### src/design/mtus_pkg.sv
`timescale 1ns / 1ps
// ----------------------------------------------------------------------------
// mtus_pkg
// Shared types and constants of the MT19937 uniform sampler.
// ----------------------------------------------------------------------------
package mtus_pkg;

  localparam int unsigned TW_N  = 624;
  localparam int unsigned TW_M  = 397;
  localparam int unsigned ADDR_W = 10;
  localparam int unsigned PREC_W = 6;
  localparam int unsigned RAW_W  = 53;

  typedef logic [ADDR_W-1:0] addr_t;
  typedef logic [31:0]       word_t;

  // register indexes of the configuration port
  localparam logic [2:0] REG_SEED  = 3'd0;
  localparam logic [2:0] REG_SKIP  = 3'd1;
  localparam logic [2:0] REG_PREC  = 3'd2;
  localparam logic [2:0] REG_LOW   = 3'd3;
  localparam logic [2:0] REG_HIGH  = 3'd4;

  // table access: one write, one read
  typedef struct packed {
    logic  we;
    addr_t waddr;
    word_t wdata;
    addr_t raddr;
  } mem_req_t;

  // scaling job handed to the multiply unit
  typedef struct packed {
    logic              start;
    logic [RAW_W-1:0]  v;
    logic [63:0]       span;
    logic [63:0]       low;
    logic [PREC_W-1:0] prec;
  } scale_req_t;

endpackage

### src/design/mtus_scale.sv
`timescale 1ns / 1ps
// ----------------------------------------------------------------------------
// mtus_scale
// Computes low + floor(v * span / 2^prec) with four 32x32 partial products.
// ----------------------------------------------------------------------------
module mtus_scale (
  input  logic                 clk,
  input  logic                 rst,
  input  mtus_pkg::scale_req_t req,
  output logic                 done,
  output logic [63:0]          sample
);
  import mtus_pkg::*;

  localparam int unsigned ACC_W = RAW_W + 64;

  typedef enum logic [3:0] {
    SC_IDLE  = 4'b0001,
    SC_MUL   = 4'b0010,
    SC_SHIFT = 4'b0100,
    SC_ADD   = 4'b1000
  } sc_state_t;

  sc_state_t         state;
  logic [RAW_W-1:0]  a;
  logic [63:0]       b;
  logic [63:0]       low;
  logic [PREC_W-1:0] prec;
  logic [2:0]        cnt;
  logic [63:0]       prod;
  logic [ACC_W-1:0]  acc;
  logic [63:0]       quo;
  logic [31:0]       pa;
  logic [31:0]       pb;
  logic [ACC_W-1:0]  addend;

  // cnt selects the partial product: a0b0, a0b1, a1b0, a1b1
  assign pa = cnt[1] ? {11'b0, a[RAW_W-1:32]} : a[31:0];
  assign pb = cnt[0] ? b[63:32] : b[31:0];

  always_comb begin
    addend = {{(ACC_W-64){1'b0}}, prod};
    case (cnt)
      3'd2, 3'd3: addend = addend << 32;
      3'd4:       addend = addend << 64;
      default:    addend = addend;
    endcase
  end

  always_ff @(posedge clk) begin
    if (rst) begin
      state <= SC_IDLE;
      done  <= 1'b0;
      cnt   <= '0;
    end else begin
      done <= 1'b0;
      unique case (state)
        SC_IDLE: begin
          if (req.start) begin
            a     <= req.v;
            b     <= req.span;
            low   <= req.low;
            prec  <= req.prec;
            acc   <= '0;
            cnt   <= '0;
            state <= SC_MUL;
          end
        end
        SC_MUL: begin
          if (cnt != 3'd4) begin
            prod <= pa * pb;
          end
          if (cnt != 3'd0) begin
            acc <= acc + addend;
          end
          cnt <= cnt + 3'd1;
          if (cnt == 3'd4) begin
            state <= SC_SHIFT;
          end
        end
        SC_SHIFT: begin
          quo   <= 64'(acc >> prec);
          state <= SC_ADD;
        end
        SC_ADD: begin
          sample <= low + quo;
          done   <= 1'b1;
          state  <= SC_IDLE;
        end
        default: state <= SC_IDLE;
      endcase
    end
  end

endmodule

### config.mk
export PLATFORM = sky130hd
export DESIGN_NAME = mtus_scale
export DESIGN_NICKNAME = d
export VERILOG_FILES = /design/src/design/mtus_pkg.sv /design/src/design/mtus_scale.sv
export SDC_FILE = /design/constraint.sdc
export NUM_CORES = 2
export LEC_CHECK = 0
export ABC_AREA = 0
export BUFFER_PORTS_ARGS = -buffer_cell sky130_fd_sc_hd__buf_2
export CELL_PAD_IN_SITES_DETAIL_PLACEMENT = 1
export CELL_PAD_IN_SITES_GLOBAL_PLACEMENT = 2
export CORE_MARGIN = 4
export CORE_UTILIZATION = 42
export DETAILED_ROUTE_END_ITERATION = 16
export PLACE_DENSITY = 0.87
export SYNTH_ARGS = -nofsm -noshare
export SYNTH_HDL_FRONTEND = slang
export SYNTH_SLANG_ARGS = --single-unit
export TNS_END_PERCENT = 10
### constraint.sdc
create_clock -name clk -period 13 [get_ports clk]
set_input_delay 1.3 -clock clk [delete_from_list [all_inputs] [get_ports clk]]
set_output_delay 1.3 -clock clk [all_outputs]
set_load 0.01 [all_outputs]
==> results_dict.tcl <==
set metrics [dict create \
    fin_crit_ns 10.18 \
    synth_area_leaders "fa_1, edfxtp_1, ha_1, nand2_1, nor2_1" \
    portBuffers 254 \
    syn_area_per_cell_um2 9.251 \
    run_status "completed" \
    worstMarginPinSlew_ns 1.164 \
    antenna_found_initial 1 \
    synth_top_cell_by_area "fa_1" \
    drt-initial-drc-count 4123 \
    critical_path_class "reg -> reg" \
    final-setup-viol-count 0 \
    routedLengthMet1_um 101800 \
    fmax_ghz 0.09820 \
    hold_start "state[2]" \
    critPathLaunchType "register" \
    cts_made_buffers 61 \
    synth_area_um2 67990 \
    rows 147 \
    final_common_cell "nand2_1" \
    clock_path_buffers 3 \
    ys_types 91 \
    grt_max_degree 90 \
    slew_headroom 0.2073 \
    via_per_inst 5.819 \
    whs_path_depth 2 \
    tns_ns 0 \
    detail-route-antenna-nets 0 \
    grt_util_all_layers 0.3132 \
    drcViolationCount 0 \
    drv.max_cap_violation_count 0 \
    yosysWarningCount 0 \
    grt_first_pass_wirelength_um 393600 \
    core_um2 160800 \
    cts_setup_buffers 0 \
    reg2regPathDepth 25 \
    synth-edff-count 496 \
    async_flop_share 0 \
    post_drt_wl_per_cell_um 27.67 \
    drt-pass1-iter-count 6 \
    ys_seq_area_frac 0.2214 \
    gp_congestion 0.9684 \
    grt_pass1_vias 60780 \
    min_path_type "reg -> reg" \
    ctsHoldBuffers 0 \
    finalCritPeriodShare 0.7834 \
    routed.top_layer "met4" \
    ys_ff_latch 504 \
    nFillCells 18570 \
    end_kind "register" \
    die_h_um 410.3 \
    wl_met3_um 16600 \
    area_growth_pct 8.125 \
    cp.required_ns 13.47 \
    reg2reg_from "cnt[1]" \
    finalNetCount 8904 \
    r2r_setup_slack_ns 2.82 \
    critPathArrivalTime_ns 10.65 \
    die_area_um2 168400 \
    ios 255 \
    grt_overflow 0 \
    ctsHtreeMaxLevel 2 \
    rsz0062_at_grt "false" \
    reg2reg_to "prod[56]" \
    cts_resized 0 \
    cts-root-buf "clkbuf_16" \
    via_count 55740 \
    crit_fanout 33 \
    syn_nets 8883 \
    critPathCapture "prod[56]" \
    synthCells 7349 \
    finalMaxSlewViolations 0 \
    initial_core_util 0.4229 \
    path_clk_slew_ns 0.07 \
    synth_top_area_frac 0.2644 \
    final_cell_mix "nand2_1, nor2_1, inv_1, fa_1, edfxtp_1" \
    crit_start "cnt[1]" \
    worstSkewPairLatency_ns 0.74 \
    cts_tree "yes" \
    met2_length_um 126200 \
    fp.dieW_um 410.3 \
    drive_gt1_frac 0.09964 \
    clock-sinks 504 \
    ys.flop_type "edfxtp_1" \
    finalHoldViolCount 0 \
    dp_hpwl_um 212300 \
    wirelength_um 265000 \
    finClkSkew_ns 0.06599 \
]
## worst min-delay path by stage
stage,endpoint
3_3_place_gp,state[3]
4_1_cts,state[3]
6_report,state[3]
5_1_grt,sample[0]
3_5_place_dp,state[3]
2_1_floorplan,state[3]
## layout make-up
type | count | area [µm²] | share of cell area
diodes | 2 | 5.005 | 0.00006808
clock buffers | 67 | 1549 | 0.02107
clock inverters | 43 | 483.0 | 0.006570
inverters | 965 | 3622 | 0.04927
multi-input cells | 5482 | 48050 | 0.6537
flip-flops and latches | 504 | 15060 | 0.2049
well taps | 2160 | 2703 | 0.03676
repair buffers | 356 | 2037 | 0.02771
## cell usage after synthesis, drive strengths merged (56+ instances only)
cell / instances
a21o: 150
a21oi: 366
a31oi: 56
and3: 78
buf: 70
clkbuf: 328
edfxtp: 496
fa: 898
ha: 446
inv: 963
mux2: 62
mux2i: 157
mux4: 116
nand2: 1054
nand3: 93
nand4: 70
nor2: 974
o21ai: 251
o21bai: 62
xnor2: 131
xor2: 90
## sequential cells by signal, summed over array words and instances (netlist names)
name,count
low,64
done,1
b,64
prec,6
quo,64
sample,64
a,53
prod,64
cnt,3
state,4
acc,117
## critical path: stages (launching register included)
cell and delay, ns:
dfxtp_4 0.78, buf_4 0.60, mux2i_4 1.04, nor2_1 0.18, fa_1 0.53, fa_1 0.54
inv_1 0.06, fa_1 0.46, fa_1 0.54, inv_1 0.06, fa_1 0.44, fa_1 0.45
fa_1 0.54, fa_1 0.43, ha_1 0.43, a21o_1 0.24, a21o_1 0.19, a21o_1 0.19
a21o_1 0.18, a21oi_1 0.14, o21ai_0 0.13, a2111oi_0 0.69, o31a_1 0.37, o31ai_2 0.13
a221oi_1 0.36, xnor2_1 0.16
## routing by layer
layer	up-vias	global-route usage
li1	24310	-
met1	28640	0.3779
met2	2099	0.5258
met3	692	0.04687
met4	0	0.1977
met5	-	0.0008621
## kinds of logic (layout without fill, tap and decap cells)
family	Yosys count	in the layout	synth area share
compound gates	1119	1119	0.1060
xor+xnor	221	221	0.02847
fa+ha+maj	1344	1344	0.3465
buf+inv	1363	1431	0.07573
flops	504	504	0.2214
mux	335	335	0.07181
other cells	0	2	0
simple gates	2463	2463	0.1501
## metrics by stage
| step | setup WS, ns | area (µm²) | instances | util | hold slack, ns |
|---|---|---|---|---|---|
| after floorplan | 2.877 | 67990 | 7349 | - | 0.4861 |
| final | 2.816 | 73510 | 9579 | 0.4573 | 0.5656 |
| after CTS | 2.854 | 73510 | 9577 | 0.4573 | 0.5583 |
| after global routing | 2.535 | 73510 | 9578 | 0.4573 | 0.5898 |
| after detailed placement | 2.878 | 71480 | 9467 | 0.4446 | 0.5468 |
| after global placement | 3.026 | 71480 | 9467 | 0.4446 | 0.5398 |
Power is not shown: default switching activity piles up to over one toggle a cycle in this logic, so the estimate is an artifact.
